==> src/hw/rtl/clkalm_pkg.sv <==
package clkalm_pkg;

    localparam int LAP_DEPTH_DEF   = 5;
    localparam int ALARM_COUNT_DEF = 5;

    localparam int IN_DATA_W  = 32;
    localparam int OUT_DATA_W = 24;
    localparam int CFG_IDX_W  = 3;
    localparam int CFG_DATA_W = 17;
    localparam int ALARM_W    = 17;
    localparam int NOTE_W     = 8;
    localparam int LOAD_W     = 7;
    localparam int LAP_IDX_W  = 3;

    localparam logic [NOTE_W-1:0] NOTE_LIMIT_RST = 8'd50;

    localparam logic [4:0] HOURS_PER_DAY = 5'd24;
    localparam logic [5:0] MINUTE_LAST   = 6'd59;
    localparam logic [5:0] SECOND_LAST   = 6'd59;
    localparam logic [5:0] UNITS_60      = 6'd60;
    localparam logic [3:0] TENTHS        = 4'd10;
    localparam logic [3:0] TENTH_LAST    = 4'd9;

    typedef enum logic [3:0] {
        OP_TICK        = 4'd0,
        OP_SET_CLOCK   = 4'd1,
        OP_WATCH_RUN   = 4'd2,
        OP_WATCH_PAUSE = 4'd3,
        OP_WATCH_CLEAR = 4'd4,
        OP_LAP_RECORD  = 4'd5,
        OP_LAP_READ    = 4'd6,
        OP_TIMER_RUN   = 4'd7,
        OP_TIMER_PAUSE = 4'd8,
        OP_TIMER_CLEAR = 4'd9,
        OP_TIMER_SET   = 4'd10,
        OP_SILENCE     = 4'd11
    } t_op;

    typedef enum logic [CFG_IDX_W-1:0] {
        REG_ALARM_ZERO  = 3'd0,
        REG_ALARM_ONE   = 3'd1,
        REG_ALARM_TWO   = 3'd2,
        REG_ALARM_THREE = 3'd3,
        REG_ALARM_FOUR  = 3'd4,
        REG_NOTE_LIMIT  = 3'd5
    } t_reg_idx;

    typedef struct packed {
        logic [4:0] hour;
        logic [5:0] minute;
        logic [5:0] second;
        logic [3:0] tenth;
    } t_hmst;

    typedef struct packed {
        logic [3:0]           pad;
        logic [LAP_IDX_W-1:0] lap_index;
        logic [LOAD_W-1:0]    load_second;
        logic [LOAD_W-1:0]    load_minute;
        logic [LOAD_W-1:0]    load_hour;
        logic [3:0]           operation;
    } t_in_item;

    typedef struct packed {
        logic       timer_done;
        logic       alarm_hit;
        logic       sound_on;
        logic [3:0] show_tenth;
        logic [5:0] show_second;
        logic [5:0] show_minute;
        logic [4:0] show_hour;
    } t_out_item;

endpackage

==> src/hw/rtl/clock_alarm_stopwatch_timer.sv <==
// Tenth-second timekeeper: 24-hour clock with alarms, a stopwatch with a lap
// store and a countdown timer. Every input transfer carries one operation and
// produces exactly one output transfer. An operation is held in an input
// register, then its state update and result are written in a single step to
// the output register, so a new operation is taken every cycle while the
// output side is ready. The output register lets the next operation in while
// a result is still waiting.
// Alarm and note-limit registers are written through the cfg port and should
// only change while no operation is in flight.
module clock_alarm_stopwatch_timer #(
    parameter int LAP_DEPTH   = clkalm_pkg::LAP_DEPTH_DEF,
    parameter int ALARM_COUNT = clkalm_pkg::ALARM_COUNT_DEF
) (
    input  logic                              i_clk,
    input  logic                              i_rst_n,
    input  logic                              s_axis_tvalid,
    output logic                              s_axis_tready,
    // operation, load_hour, load_minute, load_second, lap_index, zero pad
    input  logic [clkalm_pkg::IN_DATA_W-1:0]  s_axis_tdata,
    output logic                              m_axis_tvalid,
    input  logic                              m_axis_tready,
    // show_hour, show_minute, show_second, show_tenth, sound_on, alarm_hit,
    // timer_done
    output logic [clkalm_pkg::OUT_DATA_W-1:0] m_axis_tdata,
    input  logic                              i_cfg_we,
    input  logic [clkalm_pkg::CFG_IDX_W-1:0]  i_cfg_idx,
    input  logic [clkalm_pkg::CFG_DATA_W-1:0] i_cfg_data
);
    import clkalm_pkg::*;

    t_in_item           r_in;
    logic               r_in_vld;
    t_out_item          r_out;
    logic               r_out_vld;

    logic [ALARM_W-1:0] r_alarm [ALARM_COUNT];
    logic [NOTE_W-1:0]  r_note_limit;

    t_hmst              r_clk, r_watch, r_cnt;
    logic               r_watch_run, r_cnt_run, r_cnt_exp;
    logic               r_sound;
    logic [NOTE_W-1:0]  r_notes;
    t_hmst              r_lap [LAP_DEPTH];

    t_hmst              n_clk, n_watch, n_cnt;
    logic               n_watch_run, n_cnt_run, n_cnt_exp;
    logic               n_sound;
    logic [NOTE_W-1:0]  n_notes;
    logic               n_lap_push;
    t_out_item          n_out;

    logic               step;
    logic               out_free;

    function automatic t_hmst f_advance(input t_hmst v);
        t_hmst r;
        r = v;
        r.tenth = v.tenth + 4'd1;
        if (r.tenth >= TENTHS) begin
            r.tenth  = '0;
            r.second = v.second + 6'd1;
        end
        if (r.second >= UNITS_60) begin
            r.second = '0;
            r.minute = v.minute + 6'd1;
        end
        if (r.minute >= UNITS_60) begin
            r.minute = '0;
            r.hour   = v.hour + 5'd1;
        end
        if (r.hour >= HOURS_PER_DAY) begin
            r.hour = '0;
        end
        return r;
    endfunction

    function automatic t_hmst f_countdown(input t_hmst v, input logic expired);
        t_hmst r;
        r = v;
        r.tenth = expired ? 4'd0 : v.tenth;
        if (r.tenth == 4'd0) begin
            if (v.second != '0) begin
                r.second = v.second - 6'd1;
                r.tenth  = TENTH_LAST;
            end else if (v.minute != '0) begin
                r.minute = v.minute - 6'd1;
                r.second = SECOND_LAST;
                r.tenth  = TENTH_LAST;
            end else if (v.hour != '0) begin
                r.hour   = v.hour - 5'd1;
                r.minute = MINUTE_LAST;
                r.second = SECOND_LAST;
                r.tenth  = TENTH_LAST;
            end
        end else begin
            r.tenth = r.tenth - 4'd1;
        end
        return r;
    endfunction

    function automatic t_hmst f_load(input t_hmst v, input t_in_item it);
        t_hmst r;
        r = v;
        if (it.load_hour < LOAD_W'(HOURS_PER_DAY)) r.hour = it.load_hour[4:0];
        if (it.load_minute < LOAD_W'(UNITS_60)) r.minute = it.load_minute[5:0];
        if (it.load_second < LOAD_W'(UNITS_60)) r.second = it.load_second[5:0];
        return r;
    endfunction

    assign out_free      = !r_out_vld || m_axis_tready;
    assign step          = r_in_vld && out_free;
    assign s_axis_tready = !r_in_vld || out_free;
    assign m_axis_tvalid = r_out_vld;
    assign m_axis_tdata  = r_out;

    always_comb begin
        t_hmst            show;
        t_hmst            lap_sel_entry;
        logic [4:0]       lap_sel;
        logic             hit;
        logic [ALARM_W-1:0] a;

        n_clk       = r_clk;
        n_watch     = r_watch;
        n_cnt       = r_cnt;
        n_watch_run = r_watch_run;
        n_cnt_run   = r_cnt_run;
        n_cnt_exp   = r_cnt_exp;
        n_sound     = r_sound;
        n_notes     = r_notes;
        n_lap_push  = 1'b0;
        hit         = 1'b0;
        show        = r_clk;
        a           = '0;

        lap_sel = ({2'b00, r_in.lap_index} >= 5'(LAP_DEPTH)) ?
                  5'(LAP_DEPTH - 1) : {2'b00, r_in.lap_index};
        lap_sel_entry = r_lap[0];
        for (int i = 0; i < LAP_DEPTH; i++) begin
            if (lap_sel == 5'(i)) lap_sel_entry = r_lap[i];
        end

        unique case (r_in.operation)
            OP_TICK: begin
                if (r_sound) begin
                    n_notes = r_notes + 8'd1;
                    if (n_notes == r_note_limit) begin
                        n_sound = 1'b0;
                        n_notes = '0;
                    end
                end
                n_clk = f_advance(r_clk);
                if (n_clk.hour != '0 || n_clk.minute != '0 || n_clk.second != '0) begin
                    for (int i = 0; i < ALARM_COUNT; i++) begin
                        a = r_alarm[i];
                        if (n_clk.hour == a[16:12] && n_clk.minute == a[11:6] &&
                            n_clk.second == a[5:0]) begin
                            hit = 1'b1;
                        end
                    end
                end
                if (hit) begin
                    n_sound = 1'b1;
                    n_notes = '0;
                end
                if (r_watch_run) n_watch = f_advance(r_watch);
                if (r_cnt_run) begin
                    n_cnt     = f_countdown(r_cnt, r_cnt_exp);
                    n_cnt_exp = (n_cnt == '0);
                    if (n_cnt_exp) n_sound = 1'b1;
                end
                show = n_clk;
            end
            OP_SET_CLOCK: begin
                n_clk = f_load(r_clk, r_in);
                show  = n_clk;
            end
            OP_WATCH_RUN: begin
                n_watch_run = 1'b1;
                show        = r_watch;
            end
            OP_WATCH_PAUSE: begin
                n_watch_run = 1'b0;
                show        = r_watch;
            end
            OP_WATCH_CLEAR: begin
                n_watch_run = 1'b0;
                n_watch     = '0;
                show        = '0;
            end
            OP_LAP_RECORD: begin
                n_lap_push = 1'b1;
                show       = r_watch;
            end
            OP_LAP_READ: begin
                show = lap_sel_entry;
            end
            OP_TIMER_RUN: begin
                n_cnt_run = 1'b1;
                show      = r_cnt;
            end
            OP_TIMER_PAUSE: begin
                n_cnt_run = 1'b0;
                n_sound   = 1'b0;
                show      = r_cnt;
            end
            OP_TIMER_CLEAR: begin
                n_cnt_run = 1'b0;
                n_sound   = 1'b0;
                n_cnt_exp = 1'b0;
                n_cnt     = '0;
                show      = '0;
            end
            OP_TIMER_SET: begin
                n_cnt = f_load(r_cnt, r_in);
                if (r_cnt_exp) n_cnt.tenth = '0;
                n_cnt_exp = 1'b0;
                show      = n_cnt;
            end
            OP_SILENCE: begin
                n_sound = 1'b0;
                n_notes = '0;
            end
            default: begin
                show = r_clk;
            end
        endcase

        if (r_in.operation == OP_TIMER_RUN || r_in.operation == OP_TIMER_PAUSE) begin
            if (r_cnt_exp) show.tenth = '0;
        end

        n_out.show_hour   = show.hour;
        n_out.show_minute = show.minute;
        n_out.show_second = show.second;
        n_out.show_tenth  = show.tenth;
        n_out.sound_on    = n_sound;
        n_out.alarm_hit   = hit;
        n_out.timer_done  = n_cnt_exp;
    end

    // control and state
    always_ff @(posedge i_clk) begin
        if (!i_rst_n) begin
            r_in_vld     <= 1'b0;
            r_out_vld    <= 1'b0;
            r_note_limit <= NOTE_LIMIT_RST;
            r_clk        <= '0;
            r_watch      <= '0;
            r_cnt        <= '0;
            r_watch_run  <= 1'b0;
            r_cnt_run    <= 1'b0;
            r_cnt_exp    <= 1'b0;
            r_sound      <= 1'b0;
            r_notes      <= '0;
            for (int i = 0; i < ALARM_COUNT; i++) r_alarm[i] <= '0;
            for (int i = 0; i < LAP_DEPTH; i++) r_lap[i] <= '0;
        end else begin
            if (s_axis_tready) r_in_vld <= s_axis_tvalid;
            if (out_free) r_out_vld <= r_in_vld;

            if (i_cfg_we) begin
                for (int i = 0; i < ALARM_COUNT; i++) begin
                    if (i_cfg_idx == CFG_IDX_W'(i)) r_alarm[i] <= i_cfg_data[ALARM_W-1:0];
                end
                if (i_cfg_idx == REG_NOTE_LIMIT) r_note_limit <= i_cfg_data[NOTE_W-1:0];
            end

            if (step) begin
                r_clk       <= n_clk;
                r_watch     <= n_watch;
                r_cnt       <= n_cnt;
                r_watch_run <= n_watch_run;
                r_cnt_run   <= n_cnt_run;
                r_cnt_exp   <= n_cnt_exp;
                r_sound     <= n_sound;
                r_notes     <= n_notes;
                if (n_lap_push) begin
                    for (int i = LAP_DEPTH - 1; i > 0; i--) r_lap[i] <= r_lap[i-1];
                    r_lap[0] <= r_watch;
                end
            end
        end
    end

    // payload
    always_ff @(posedge i_clk) begin
        if (s_axis_tready && s_axis_tvalid) r_in <= t_in_item'(s_axis_tdata);
        if (step) r_out <= n_out;
    end

endmodule

==> config.mk <==
export PLATFORM = sky130hd
export DESIGN_NAME = clock_alarm_stopwatch_timer
export DESIGN_NICKNAME = d
export VERILOG_FILES = /design/src/hw/rtl/clkalm_pkg.sv /design/src/hw/rtl/clock_alarm_stopwatch_timer.sv
export SDC_FILE = /design/constraint.sdc
export NUM_CORES = 1
export LEC_CHECK = 0
export BUFFER_PORTS_ARGS = -buffer_cell sky130_fd_sc_hd__buf_2
export CAP_MARGIN = 30
export CORE_MARGIN = 2
export CORE_UTILIZATION = 30
export CTS_CLUSTER_SIZE = 16
export DETAILED_ROUTE_END_ITERATION = 8
export GPL_ROUTABILITY_DRIVEN = 0
export GPL_TIMING_DRIVEN = 0
export PLACE_DENSITY_LB_ADDON = 0.12
export SETUP_SLACK_MARGIN = 0.4
export SYNTH_ARGS = -nofsm -noshare
export SYNTH_HDL_FRONTEND = slang
export SYNTH_SLANG_ARGS = --single-unit
==> constraint.sdc <==
create_clock -name i_clk -period 5.4 [get_ports i_clk]
set_clock_uncertainty 0.1 [all_clocks]
set_input_delay 1.35 -clock i_clk [delete_from_list [all_inputs] [get_ports i_clk]]
set_output_delay 1.35 -clock i_clk [all_outputs]
set_load 0.03 [all_outputs]
After elaboration in Yosys (flattened, before gate mapping)
Memories as Yosys holds them, arrays and structs flattened.
Cells that the tools add are included.
Cells by class
  add/subtract/negate cells: 13
  $lt $le $gt $ge: 12
  equality and inequality tests: 39
  muxes and demuxes: 106
  bitwise operators: 11
  reduce and logical (&&, ||, !) cells: 50
Operators by type and width (number)
  21-bit 2-to-1 mux: 12
  21-bit case mux with 7 select lines: 1
  17-bit 2-to-1 mux: 8
  21-bit case mux with 2 select lines: 2
  11-bit 2-to-1 mux: 6
  21-bit case mux with 3 select lines: 1
  6-bit == test: 10
  10-bit 2-to-1 mux: 6
  12-bit 2-to-1 mux: 5
  1-bit 2-to-1 mux: 39
  5-bit 2-to-1 mux: 6
  5-bit == test: 5
  6-bit by 1-bit adder with 6-bit output (second input constant): 4
  6-bit >= comparator (second input constant): 4
  4-bit 2-to-1 mux: 6
  6-bit 2-to-1 mux: 4
  8-bit 2-to-1 mux: 3
  6-bit nonzero test: 4
  21-bit logical NOT: 1
  4-bit by 3-bit == test with 1-bit output (second input constant): 4
  4-bit == test (second input constant): 4
  16-bit 2-to-1 mux: 1
  8-bit case mux with 2 select lines: 1
  7-bit by 6-bit < comparator with 1-bit output (second input constant): 2
  other kinds (34): 92
Word-level totals
  bits in registers: 137
  RAM bits: 190
  bits of input ports: 57
  output and inout bits: 26
  word-level logic and storage cells: 265
  memories kept: 2
Memories
  r_lap: words 5, bits a word 21, read ports 5, clocked after Yosys merged registers in 0, wr ports 5, RTL line clock_alarm_stopwatch_timer.sv:43  | t_hmst r_lap [LAP_DEPTH];
  r_alarm: words 5, bits a word 17, read ports 5, clocked after Yosys merged registers in 0, wr ports 5, RTL line clock_alarm_stopwatch_timer.sv:36  | logic [ALARM_W-1:0] r_alarm [ALARM_COUNT];

Logic depth before layout (Yosys ltp)
Gate-level depths: netlist of run 1.
  word-level depth: 27
  mapped depth: 19
  depth with buffers taken out: 16

Worst setup path before layout of run 1
No wires, ideal clock.
  path kind: input to register
  from: in m_axis_tready
  to: mem r_lap[0][0] (netlist bit) (enable)
  library setup time: 0.958 ns
  data arrival time: 4.774 ns
  data required time: 4.342 ns
  setup slack: -0.431 ns
  stages on the path: 6
  buffers on the path: 1
  path through: nor2b_1 nand2b_1 clkbuf_1 clkinv_1 nand3_1 nand2_1
RTL lines
  start: declaration: RTL line clock_alarm_stopwatch_timer.sv:21  | input logic m_axis_tready,
  end: declaration: RTL line clock_alarm_stopwatch_timer.sv:43

Final worst setup path of run 1
  from: reg r_clk[0] (netlist bit)
  to: reg r_sound
On the way
  cells in the longest elaborated chain, start to end: 27
  elaborated cells between the ends (all ways): 54
  those cells by class: 1 x add/sub; 4 x order compare; 15 x eq/ne; 19 x mux; 15 x reduce/logical
RTL lines
  start: declaration: RTL line clock_alarm_stopwatch_timer.sv:39  | t_hmst r_clk, r_watch, r_cnt;
  start signal: assignment: RTL line clock_alarm_stopwatch_timer.sv:270  | r_clk <= n_clk;
  4-bit by 1-bit adder with 4-bit output *: RTL line clock_alarm_stopwatch_timer.sv:58  | r.tenth = v.tenth + 4'd1;
  4-bit >= comparator *: RTL line clock_alarm_stopwatch_timer.sv:59  | if (r.tenth >= TENTHS) begin
  10-bit 2-to-1 mux *: RTL line clock_alarm_stopwatch_timer.sv:59
  10-bit 2-to-1 mux *: RTL line clock_alarm_stopwatch_timer.sv:143  | unique case (r_in.operation)
  6-bit >= comparator: RTL line clock_alarm_stopwatch_timer.sv:63  | if (r.second >= UNITS_60) begin
  12-bit 2-to-1 mux *: RTL line clock_alarm_stopwatch_timer.sv:63
  12-bit 2-to-1 mux *: RTL line clock_alarm_stopwatch_timer.sv:143
  6-bit >= comparator: RTL line clock_alarm_stopwatch_timer.sv:67  | if (r.minute >= UNITS_60) begin
  [6 not listed]
  1-bit logical AND (2 in series): RTL line clock_alarm_stopwatch_timer.sv:156  | if (n_clk.hour == a[16:12] && n_clk.minute == a[11:6] &&
  1-bit 2-to-1 mux (5 in series): RTL line clock_alarm_stopwatch_timer.sv:156
  1-bit 2-to-1 mux *: RTL line clock_alarm_stopwatch_timer.sv:153  | if (n_clk.hour != '0 || n_clk.minute != '0 || n_clk.second != '0) begin
  1-bit 2-to-1 mux *: RTL line clock_alarm_stopwatch_timer.sv:143
  1-bit 2-to-1 mux *: RTL line clock_alarm_stopwatch_timer.sv:162  | if (hit) begin
  1-bit 2-to-1 mux: RTL line clock_alarm_stopwatch_timer.sv:170  | if (n_cnt_exp) n_sound = 1'b1;
  1-bit 2-to-1 mux *: RTL line clock_alarm_stopwatch_timer.sv:167  | if (r_cnt_run) begin
  1-bit case mux with 2 select lines *: RTL line clock_alarm_stopwatch_timer.sv:143
  end signal: assignment: RTL line clock_alarm_stopwatch_timer.sv:276  | r_sound <= n_sound;
  end: declaration: RTL line clock_alarm_stopwatch_timer.sv:41  | logic r_sound;
Mark *: on every way between the ends. The rest lies on a longest branch, timed or not. The select of a mux whose other input is x is not followed.
A chain may end at the register's enable or synchronous reset.

==> results of run 1 <==
==> final cells by class <==
cell class	count	area, um2
fill	6168	39140
inverter	40	150.1
antenna	1	2.502
clock buffer	50	1080
tap	790	988.4
sequential	327	8979
buffer	118	481.7
multi-input combinational	1450	9346
timing repair buffer	125	880.8
clock inverter	23	324.1
==> registers in the layout (all words and copies together), names as in the netlist, 8 cells and up <==
name	count
r_clk	21
r_watch	21
r_lap	105
r_alarm	85
r_note_limit	8
r_cnt	21
r_notes	8
r_in	28
m_axis_tdata	24
==> cells in the mapped netlist (26+ instances only) <==
| master | instances |
|---|---|
| sky130_fd_sc_hd__o21ai_0 | 139 |
| sky130_fd_sc_hd__nand2_1 | 164 |
| sky130_fd_sc_hd__a21oi_1 | 213 |
| sky130_fd_sc_hd__inv_1 | 38 |
| sky130_fd_sc_hd__nor2_1 | 152 |
| sky130_fd_sc_hd__a211oi_1 | 26 |
| sky130_fd_sc_hd__clkbuf_1 | 104 |
| sky130_fd_sc_hd__and2_1 | 127 |
| sky130_fd_sc_hd__mux2i_1 | 26 |
| sky130_fd_sc_hd__edfxtp_1 | 242 |
| sky130_fd_sc_hd__xnor2_1 | 41 |
| sky130_fd_sc_hd__nor3_1 | 73 |
| sky130_fd_sc_hd__nand3_1 | 51 |
| sky130_fd_sc_hd__dfxtp_1 | 85 |
==> critical path, cell delays in order (launching register included) <==
cell	delay, ps
sky130_fd_sc_hd__dfxtp_4	420
sky130_fd_sc_hd__ha_4	190
sky130_fd_sc_hd__xor2_4	270
sky130_fd_sc_hd__o2111ai_4	180
sky130_fd_sc_hd__nor3_4	290
sky130_fd_sc_hd__o22ai_4	170
sky130_fd_sc_hd__or4_1	480
sky130_fd_sc_hd__buf_2	200
sky130_fd_sc_hd__a221oi_2	450
sky130_fd_sc_hd__or3_1	180
sky130_fd_sc_hd__o2111ai_1	210
sky130_fd_sc_hd__nor4_4	420
sky130_fd_sc_hd__o311ai_4	170
sky130_fd_sc_hd__nor4b_4	260
sky130_fd_sc_hd__buf_4	230
sky130_fd_sc_hd__o31ai_4	130
sky130_fd_sc_hd__and3_4	190
sky130_fd_sc_hd__o41ai_2	290
==> path summary, 6_finish.rpt <==
| kind | endpoint | depth (start not counted) |
|---|---|---|
| setup / recovery | r_sound$_SDFFE_PN0P_ | 17 |
| hold / removal | r_note_limit[0]$_SDFFE_PN0P_ | 2 |
| setup reg to reg | r_sound$_SDFFE_PN0P_ | 17 |
| hold reg to reg | r_note_limit[0]$_SDFFE_PN0P_ | 2 |
==> through the flow <==
step	power (mW)	setup slack (ps)	utilization	std cells	TNS [ps]
2_1_floorplan	3.315	616.4	-	1935	0
6_report	6.499	440.5	0.3623	2924	0
4_1_cts	6.553	401.9	0.3568	2906	0
3_5_place_dp	3.602	-521.1	0.3287	2821	-4872
5_1_grt	6.717	323.4	0.3622	2923	0
3_3_place_gp	3.581	-1604	0.3239	2803	-205440
==> routing by layer <==
metal / part of all wire / wire length (um) / vias to the layer above
met1: 0.48 / 33520 / 8188
met5: 0 / 0 / -
met3: 0.057 / 3996 / 97
met2: 0.43 / 30130 / 626
li1: - / - / 7616
met4: 0.030 / 2081 / 0
==> power by group <==
part	switching, mW	internal (mW)	leakage [nW]	total (mW)
Sequential	0.0950	2.82	3.10	2.92
Combinational	0.438	0.218	3.87	0.657
Clock	1.12	1.80	0.688	2.93
Total	1.66	4.84	7.66	6.50
==> cell families (layout without fill, tap and decap cells) <==
family,after synthesis,in the layout,synth area share
AOI/OAI and AO/OA,602,602,0.2110
xor gates and xnor gates,66,66,0.03322
adders and majority gates,16,16,0.01069
buffers and inverters,158,356,0.03342
DFF,327,327,0.4849
muxes,35,35,0.02199
other,0,1,0
and+or+nand+nor,731,731,0.2048
==> what timing repair did <==
action,in CTS,in global routing
setup endpoints to repair,11,14
setup buffers,12,17
gates resized for setup,42,46
pin swaps,14,24
==> qor.txt, run 1 <==
================================================================================
Share of synthesized flip-flops with an asynchronous set or reset              0
GR Layer Usage met2                                                       0.3244
Warnings, synthesis                                                            0
Hold Path Origin                                                    r_note_limit[0]$_SDFFE_PN0P_
Floorplan die width                                                     252.3 um
Antenna violations before repair                                               2
Via count of the first global-routing pass                                 15740
Worst-case hold slack                                                   377.5 ps
Count of cell types in the netlist                                           105
Status                                                              complete, no violations
Die height                                                              252.3 um
Per-cell via count in the routed design                                    5.652
Gate count of the mapped netlist                                            1935
Syn Std Cell Area                                                      18500 um2
Number of rows created at floorplan                                           91
Port bufs                                                                     78
Top Ports                                                                     83
Number of DRC markers after the initial detailed-route iteration            1723
Starting Density                                                          0.3014
Final count of negative-setup-slack endpoints                                  0
Post-synth top flop                                                 sky130_fd_sc_hd__edfxtp_1
Relative slew slack                                                       0.2880
Synth-to-layout area growth                                               20.21%
Hold buffer count at cts                                                       0
Setup repair after global routing missed its margin                          yes
Combined global-route utilization of all metal layers                     0.2158
Commonest non-fill, non-tap cell in the layout                      sky130_fd_sc_hd__edfxtp_1
Source of the worst register-to-register timing path                r_clk[0]$_SDFFE_PN0P_
Final routed wire length divided by cell count                          23.85 um
Max Fclk                                                              0.2016 GHz
Worst setup path category                                             reg -> reg
Slack of the worst reg-to-reg path                                        440 ps
Critical path startpoint category                                       register
Launching instance or port of the critical path                     r_clk[0]$_SDFFE_PN0P_
Clock transition at the registers of the reported paths                    60 ps
Number of buffers on the longest clock path                                    3
Global route total overflow                                                    0
EDFF count, synth                                                            242
Pin count of the biggest net entering global routing                          43
Category of the worst setup path capture point                          register
Synth top area cells                                                sky130_fd_sc_hd__edfxtp_1 (39%), sky130_fd_sc_hd__dfxtp_1 (9.2%), sky130_fd_sc_hd__a21oi_1 (5.8%), sky130_fd_sc_hd__and2_1 (4.3%), sky130_fd_sc_hd__o21ai_0 (3.8%)
Overall die area                                                       63650 um2
Met1 track utilization from global routing                                0.3219
Post-detailed-route DRC marker count                                           0
Count of final hold-check violations                                           0
Commonest non-fill, non-tap cells in the layout                     sky130_fd_sc_hd__edfxtp_1 (242), sky130_fd_sc_hd__a21oi_1 (210), sky130_fd_sc_hd__nand2_1 (162), sky130_fd_sc_hd__nor2_1 (147), sky130_fd_sc_hd__o21ai_0 (130)
Share of synthesized area occupied by flip-flops and latches              0.4849
Arrival time reported for the critical path endpoint                     5330 ps
Path class of the lowest-slack min-delay path                         reg -> reg
Number of iterations in the first detailed-routing pass                        7
Clock tree from TritonCTS                                                   done
HPWL after DPL                                                          52170 um
Power density of the placed cells                                   292.3 nW/um2
Number of slew-limit violations in the final report                            0
Global-route track usage on met3                                         0.02626
Busiest grt layer                                                           met2
Total number of vias                                                       16530
Minimum clock period                                                     4959 ps
Cell accounting for the most synthesized area                       sky130_fd_sc_hd__edfxtp_1
Share of post-route cells with drive strength above 1                     0.1463
Total detailed-routing wirelength                                       69720 um
Maximum capacitance violations                                                 0
Routed Antenna Nets                                                            0
Slew at the pin closest to its max-slew limit                            1068 ps
IR drop worst, VDD                                                      158.0 uV
Net count of the finished layout                                            2174
Global-route wire length before repair                                 103600 um
#FFs+latches synth                                                           327
Level count of the clock H-tree                                                2
Mean post-synth cell area                                              9.558 um2
Clock buffers created by TritonCTS                                            40
Post-Syn Nets                                                               2007
Yosys top cell area share                                                 0.3929
Leakage power summed over all cells                                     7.657 nW
Crit share post-route                                                     0.9184
Required time of the worst setup path                                    5770 ps
Floorplan core area                                                    61370 um2
Maximum fanout count along the critical path                                   7
Later-pin clock latency in the skew report                                570 ps
Post-place instance area                                               20170 um2
Number of sinks on the clock net                                             327
Final cell area excluding filler cells                                 22230 um2
Root buffer selected by CTS                                         sky130_fd_sc_hd__clkbuf_16
================================================================================
Note: power is estimated with default switching activity, not from simulation.
==> run 2: changes to the inputs <==
Clock period 5.4 ns to 5.05 ns, I/O delays scaled along.
==> qor.txt, run 2 (synthesized netlist as in run 1, its figures left out) <==
===============================================================================
RR Endpoint                                                        r_notes[0]$_SDFFE_PN0P_   was r_sound$_SDFFE_PN0P_
Met1 track utilization from global routing                               0.3144   was 0.3219
Clock buffers created by TritonCTS                                           41   was 40
Via count of the first global-routing pass                                15830   was 15740
Busiest grt layer                                                          met2   unchanged
Floorplan core area                                                   61370 um2   unchanged
Critical Path, Cell by Cell                                        ha_4, xor2_4, o21ai_2, o221a_4, nor3_1, a21oi_1, o21ai_4, o21ai_4, a2111o_1, nor4_4, o311ai_4, nor4b_4, buf_6, o31ai_4, buf_6, buf_4, a21oi_2, a211oi_2   was ha_4, xor2_4, o2111ai_4, nor3_4, o22ai_4, or4_1, buf_2, a221oi_2, or3_1, o2111ai_1, nor4_4, o311ai_4, nor4b_4, buf_4, o31ai_4, and3_4, o41ai_2
Status                                                             complete, no violations   unchanged
Critical path startpoint category                                      register   unchanged
Final count of negative-setup-slack endpoints                                 0   unchanged
Synth-to-layout area growth                                              21.70%   was 20.21%
Destination of the critical timing path                            r_notes[0]$_SDFFE_PN0P_   was r_sound$_SDFFE_PN0P_
GR Layer Usage met2                                                      0.3340   was 0.3244
Total detailed-routing wirelength                                      70140 um   was 69720 um
Total number of vias                                                      16630   was 16530
Crit share post-route                                                    0.9531   was 0.9184
Leakage power summed over all cells                                    7.765 nW   was 7.657 nW
Port bufs                                                                    78   unchanged
Post-place instance area                                              20140 um2   was 20170 um2
Antenna violations before repair                                              0   was 2
Clock tree from TritonCTS                                                  done   unchanged
Overall die area                                                      63650 um2   unchanged
Root buffer selected by CTS                                        sky130_fd_sc_hd__clkbuf_16   unchanged
Arrival time reported for the critical path endpoint                    5130 ps   was 5330 ps
Later-pin clock latency in the skew report                               580 ps   was 570 ps
Total number of cells along the worst setup path                             18   was 17
Worst-case hold slack                                                  376.8 ps   was 377.5 ps
HPWL after DPL                                                         51920 um   was 52170 um
Pin count of the biggest net entering global routing                         59   was 43
IR drop worst, VDD                                                     191.9 uV   was 158.0 uV
Required time of the worst setup path                                   5370 ps   was 5770 ps
Number of iterations in the first detailed-routing pass                       5   was 7
Commonest non-fill, non-tap cells in the layout                    sky130_fd_sc_hd__edfxtp_1 (242), sky130_fd_sc_hd__a21oi_1 (208), sky130_fd_sc_hd__nand2_1 (161), sky130_fd_sc_hd__nor2_1 (145), sky130_fd_sc_hd__o21ai_0 (129)   was sky130_fd_sc_hd__edfxtp_1 (242), sky130_fd_sc_hd__a21oi_1 (210), sky130_fd_sc_hd__nand2_1 (162), sky130_fd_sc_hd__nor2_1 (147), sky130_fd_sc_hd__o21ai_0 (130)
Hold buffer count at cts                                                      0   unchanged
Core utilization of the finished layout                                  0.3668   was 0.3623
Count of final hold-check violations                                          0   unchanged
Final routed wire length divided by cell count                         23.82 um   was 23.85 um
Combined global-route utilization of all metal layers                    0.2161   was 0.2158
Post-detailed-route DRC marker count                                          0   unchanged
Per-cell via count in the routed design                                   5.647   was 5.652
Minimum clock period                                                    4813 ps   was 4959 ps
Number of rows created at floorplan                                          91   unchanged
Source of the worst register-to-register timing path               r_clk[0]$_SDFFE_PN0P_   unchanged
Commonest non-fill, non-tap cell in the layout                     sky130_fd_sc_hd__edfxtp_1   unchanged
Category of the worst setup path capture point                         register   unchanged
Number of sinks on the clock net                                            327   unchanged
Max reg flops                                                               105   unchanged
Register ranked first by flip-flop count                                  r_lap   unchanged
Global route total overflow                                                   0   unchanged
Path class of the lowest-slack min-delay path                        reg -> reg   unchanged
Slowest stage delay, CP                                                  510 ps   was 480 ps
Worst Reg-to-Reg Cells                                                       18   was 17
CP Buf/Inv Count                                                              3   was 2
Setup repair after global routing missed its margin                         yes   unchanged
Net count of the finished layout                                           2194   was 2174
Global-route wire length before repair                                103500 um   was 103600 um
Worst setup path category                                            reg -> reg   unchanged
Level count of the clock H-tree                                               2   unchanged
Routed Antenna Nets                                                           0   unchanged
# fillers                                                                  6170   was 6168
Die height                                                             252.3 um   unchanged
Number of DRC markers after the initial detailed-route iteration           1711   was 1723
Floorplan die width                                                    252.3 um   unchanged
Delay-heaviest family, CP                                          compound AO/OA/AOI/OAI gates   was simple AND/OR/NAND/NOR gates
Maximum fanout count along the critical path                                  7   unchanged
Max Fclk                                                             0.2078 GHz   was 0.2016 GHz
Largest registers                                                  r_lap (105), r_alarm (85), r_in (28)   unchanged
Number of slew-limit violations in the final report                           0   unchanged
Power density of the placed cells                                  304.8 nW/um2   was 292.3 nW/um2
Slack of the worst reg-to-reg path                                       240 ps   was 440 ps
Final sum of negative setup slack                                          0 ps   unchanged
Starting Density                                                         0.3014   unchanged
Clock transition at the registers of the reported paths                   60 ps   about the same
Critical path's slowest cell                                       sky130_fd_sc_hd__a2111o_1   was sky130_fd_sc_hd__or4_1
Maximum capacitance violations                                                0   unchanged
Relative slew slack                                                      0.3159   was 0.2880
Slew at the pin closest to its max-slew limit                           1024 ps   was 1068 ps
Final cell area excluding filler cells                                22510 um2   was 22230 um2
Share of post-route cells with drive strength above 1                    0.1634   was 0.1463
Number of buffers on the longest clock path                                   3   unchanged
Global-route track usage on met3                                        0.03234   was 0.02626
Launching instance or port of the critical path                    r_clk[0]$_SDFFE_PN0P_   unchanged
Top Ports                                                                    83   unchanged
===============================================================================
run 2: cell types whose count changed in the layout (fill, tap and decap cells not counted), sizes merged:
cell           previous run  this run
bufinv                    8         5
clkinvlp                  1         2
clkdlybuf4s18             1         0
a22o                      4         5
clkbuf                  155       158
buf                     137       157
run 2: through the flow:
step | cells | setup WS, ps | total power, mW
2_1_floorplan | 1935 | 521.8 | 3.544
3_3_place_gp | 2803 | -1023 | 3.827
3_5_place_dp | 2820 | -904.1 | 3.849
4_1_cts | 2925 | 313.3 | 6.909
5_1_grt | 2944 | 81.10 | 7.088
6_report | 2945 | 236.8 | 6.861
run 2: how the worst min path moves through the flow:
stage | end | startpoint | slack, ps | depth (start not counted)
floorplan | r_note_limit[0]$_SDFFE_PN0P_ | r_note_limit[0]$_SDFFE_PN0P_ | 350 | 2
global placement | r_note_limit[3]$_SDFFE_PN0P_ | r_note_limit[3]$_SDFFE_PN0P_ | 360 | 2
detailed placement | r_note_limit[6]$_SDFFE_PN0P_ | r_note_limit[6]$_SDFFE_PN0P_ | 370 | 2
CTS | r_note_limit[6]$_SDFFE_PN0P_ | r_note_limit[6]$_SDFFE_PN0P_ | 380 | 2
global route | r_note_limit[0]$_SDFFE_PN0P_ | r_note_limit[0]$_SDFFE_PN0P_ | 400 | 2
finish | r_note_limit[6]$_SDFFE_PN0P_ | r_note_limit[6]$_SDFFE_PN0P_ | 380 | 2
run 2: worst register-to-register path, delay by kind of cell (launching register included):
kind,cells,cell delay (ps)
XOR/XNOR,1,270
flip-flops,1,400
buffers and inverters,3,470
AND/OR/NAND/NOR,3,1130
AO/OA/AOI/OAI,10,2110
adder cells (fa/ha/maj),1,180
run 2: layer usage:
metal  part of all wire  vias to the layer above  wire length, um
met2               0.44                      672            31090
li1                   -                     7658                -
met3              0.066                       96             4655
met4              0.023                        0             1638
met1               0.47                     8204            32760
met5                  0                        -                0
run 2: timing repair:
item | CTS | global route
cloned | 0 | 2
pin swaps | 31 | 23
resized for setup | 85 | 52
endpoints found under the setup margin | 12 | 17
setup buffers | 30 | 17
run 2: layout make-up:
type                    instances  area, um2  share of cell area
flip-flops and latches        327       8980              0.3990
clock buffers                  54       1117             0.04964
inverters                      40      150.1            0.006671
plain buffers                 118      511.7             0.02274
multi-input cells            1451       9532              0.4235
well taps                     790      988.4             0.04392
repair buffers                143      989.7             0.04397
clock inverters                21      236.5             0.01051
diodes                          1      2.502           0.0001112
run 2: where the power goes:
part	total [mW]	switching [mW]	internal, mW
Sequential	3.12	0.101	3.02
Clock	3.03	1.22	1.82
Combinational	0.711	0.474	0.236
==> run 3: changes to the inputs <==
Settings changed: CORE_MARGIN 2 to 1, SETUP_SLACK_MARGIN 0.4 to 0.3.
Clock period 5.05 ns to 4.7 ns, I/O delays scaled along.
==> qor.txt, run 3 (synthesized netlist as in run 1, its figures left out) <==
===============================================================================
Total number of vias                                                      16630   about the same
Port bufs                                                                    78   unchanged
Path class of the lowest-slack min-delay path                        reg -> reg   unchanged
Number of sinks on the clock net                                            327   unchanged
Routed Antenna Nets                                                           0   unchanged
Global-route wire length before repair                                103200 um   was 103500 um
Switching share of total power                                           0.2642   was 0.2612
Total power                                                            7.306 mW   was 6.861 mW
Global route total overflow                                                   0   unchanged
Net count of the finished layout                                           2195   was 2194
Place WS                                                              -967.7 ps   was -904.1 ps
Final count of negative-setup-slack endpoints                                11   was 0
Floorplan die width                                                    250.3 um   was 252.3 um
Arrival time reported for the critical path endpoint                    5160 ps   was 5130 ps
Worst-case hold slack                                                  374.2 ps   was 376.8 ps
Final routed wire length divided by cell count                         23.73 um   was 23.82 um
Minimum clock period                                                    4808 ps   was 4813 ps
Via count of the first global-routing pass                                15760   was 15830
Violated checks                                                    setup timing
Commonest non-fill, non-tap cell in the layout                     sky130_fd_sc_hd__edfxtp_1   unchanged
Top Ports                                                                    83   unchanged
Setup repair after global routing missed its margin                         yes   unchanged
Post-detailed-route DRC marker count                                          0   unchanged
Placed Cells                                                               2812   was 2820
IR drop worst, VDD                                                     205.6 uV   was 191.9 uV
Level count of the clock H-tree                                               2   unchanged
Non-filler instance count after layout                                     2938   was 2945
Register ranked first by flip-flop count                                  r_lap   unchanged
Delay-heaviest family, CP                                          compound AO/OA/AOI/OAI gates   unchanged
Relative slew slack                                                      0.3307   was 0.3159
Cell internal power dissipation                                        5.376 mW   was 5.068 mW
Worst setup path category                                            reg -> reg   unchanged
Commonest non-fill, non-tap cells in the layout                    sky130_fd_sc_hd__edfxtp_1 (242), sky130_fd_sc_hd__a21oi_1 (207), sky130_fd_sc_hd__nand2_1 (159), sky130_fd_sc_hd__nor2_1 (144), sky130_fd_sc_hd__o21ai_0 (128)   was sky130_fd_sc_hd__edfxtp_1 (242), sky130_fd_sc_hd__a21oi_1 (208), sky130_fd_sc_hd__nand2_1 (161), sky130_fd_sc_hd__nor2_1 (145), sky130_fd_sc_hd__o21ai_0 (129)
Critical Path, Cell by Cell                                        ha_4, xor2_4, buf_4, o211a_4, a21oi_4, o22ai_4, or4_4, buf_6, a2111o_1, and4_4, nor3_4, xnor2_1, or4b_4, o22ai_4, o31ai_4, buf_6, clkbuf_16, o211ai_1, o21ai_0   was ha_4, xor2_4, o21ai_2, o221a_4, nor3_1, a21oi_1, o21ai_4, o21ai_4, a2111o_1, nor4_4, o311ai_4, nor4b_4, buf_6, o31ai_4, buf_6, buf_4, a21oi_2, a211oi_2
Category of the worst setup path capture point                         register   unchanged
Clock tree from TritonCTS                                                  done   unchanged
Number of slew-limit violations in the final report                           0   unchanged
Antenna violations before repair                                              0   unchanged
Required time of the worst setup path                                   5050 ps   was 5370 ps
Portion of total power attributed to sequential cells                     0.459   was 0.455
Maximum fanout count along the critical path                                  9   was 7
Hold buffer count at cts                                                      0   unchanged
Clock buffers created by TritonCTS                                           42   was 41
Largest registers                                                  r_lap (105), r_alarm (85), r_in (28)   unchanged
Pin count of the biggest net entering global routing                         68   was 59
HPWL after DPL                                                         51570 um   was 51920 um
Setup slack after layout                                              -107.7 ps   was 236.8 ps
Switching component of the power                                       1.930 mW   was 1.792 mW
Total detailed-routing wirelength                                      69720 um   was 70140 um
Number of rows created at floorplan                                          90   was 91
Clock transition at the registers of the reported paths                   60 ps   about the same
Critical path's slowest cell                                       sky130_fd_sc_hd__or4_4   was sky130_fd_sc_hd__a2111o_1
Final sum of negative setup slack                                     -817.8 ps   was 0 ps
Max reg flops                                                               105   unchanged
Die height                                                             250.3 um   was 252.3 um
Later-pin clock latency in the skew report                               590 ps   was 580 ps
Power density of the placed cells                                  323.9 nW/um2   was 304.8 nW/um2
Maximum capacitance violations                                                0   unchanged
Floorplan core area                                                   60580 um2   was 61370 um2
Leakage power summed over all cells                                    7.775 nW   was 7.765 nW
CP Buf/Inv Count                                                              4   was 3
Critical path startpoint category                                      register   unchanged
Number of iterations in the first detailed-routing pass                       8   was 5
Fraction of power consumed by combinational cells                         0.103   was 0.104
Share of post-route cells with drive strength above 1                    0.1717   was 0.1634
Max Fclk                                                             0.2080 GHz   was 0.2078 GHz
Slew at the pin closest to its max-slew limit                          996.8 ps   was 1024 ps
Overall die area                                                      62650 um2   was 63650 um2
Post-place instance area                                              20240 um2   was 20140 um2
Final cell area excluding filler cells                                22560 um2   was 22510 um2
Synth-to-layout area growth                                              21.97%   was 21.70%
Combined global-route utilization of all metal layers                    0.2187   was 0.2161
Core utilization of the finished layout                                  0.3724   was 0.3668
Per-cell via count in the routed design                                   5.659   was 5.647
Number of DRC markers after the initial detailed-route iteration           1734   was 1711
Starting Density                                                         0.3053   was 0.3014
Crit share post-route                                                     1.023   was 0.9531
Count of final hold-check violations                                          0   unchanged
Status                                                             complete, but fails checks   was complete, no violations
Slowest stage delay, CP                                                  510 ps   about the same
Portion of total power attributed to the clock network                    0.438   was 0.442
Number of buffers on the longest clock path                                   3   unchanged
Root buffer selected by CTS                                        sky130_fd_sc_hd__clkbuf_16   unchanged
# fillers                                                                  6097   was 6170
===============================================================================
-- run 3: changes by cell type in the layout (fill, tap and decap cells not counted), sizes merged --
| cell | previous run | this run |
|---|---|---|
| clkinvlp | 2 | 3 |
| bufinv | 5 | 3 |
| buf | 157 | 150 |
| clkbuf | 158 | 163 |
| clkdlybuf4s18 | 0 | 2 |
| clkinv | 14 | 16 |
-- run 3: layout make-up --
| class | count | area, um2 | area share |
|---|---|---|---|
| multi-input cells | 1451 | 9539 | 0.4229 |
| flip-flops and latches | 327 | 8981 | 0.3981 |
| clock buffers | 54 | 1136 | 0.05036 |
| repair buffers | 143 | 1041 | 0.04615 |
| well taps | 782 | 978.4 | 0.04337 |
| plain buffers | 118 | 510.5 | 0.02263 |
| clock inverters | 22 | 220.2 | 0.009762 |
| inverters | 40 | 150.1 | 0.006656 |
| diodes | 1 | 2.502 | 0.0001109 |
-- run 3: repair_timing --
action                                  4_1_cts  5_1_grt
buffers inserted                             34       12
gates resized for setup                      77       54
endpoints found under the setup margin       15       18
cloned                                        0        2
pin swaps                                    38       26
-- run 3: per-layer routing --
metal | up-vias | GRT usage | share of wire
li1 | 7662 | - | -
met1 | 8217 | 0.3203 | 0.46
met2 | 647 | 0.3306 | 0.44
met3 | 101 | 0.03045 | 0.069
met4 | 0 | 0.06836 | 0.029
met5 | - | 0 | 0
-- run 3: worst paths after layout --
kind / start / to / slack (ps) / cells past startpoint
worst min register to register: r_note_limit[6]$_SDFFE_PN0P_ / r_note_limit[6]$_SDFFE_PN0P_ / 370 / 2
worst max-delay path: r_clk[0]$_SDFFE_PN0P_ / r_notes[3]$_SDFFE_PN0P_ / -110 / 19
worst min-delay path: r_note_limit[6]$_SDFFE_PN0P_ / r_note_limit[6]$_SDFFE_PN0P_ / 370 / 2
worst max register to register: r_clk[0]$_SDFFE_PN0P_ / r_notes[3]$_SDFFE_PN0P_ / -110 / 19
-- run 3: tightest hold or removal path, delay by kind of cell, from the launching register on --
kind | cells | cell delay, ps
and+or+nand+nor | 1 | 50
DFF | 1 | 320
AOI/OAI and AO/OA | 1 | 50
-- run 3: power groups by stage --
stage          Clock, mW  Combinational (mW)  Sequential, mW
3_5_place_dp           0               0.725            3.41
3_3_place_gp           0               0.697            3.41
2_1_floorplan          0               0.423            3.39
6_report            3.20               0.755            3.35
5_1_grt             3.39               0.817            3.36
4_1_cts             3.29               0.743            3.35
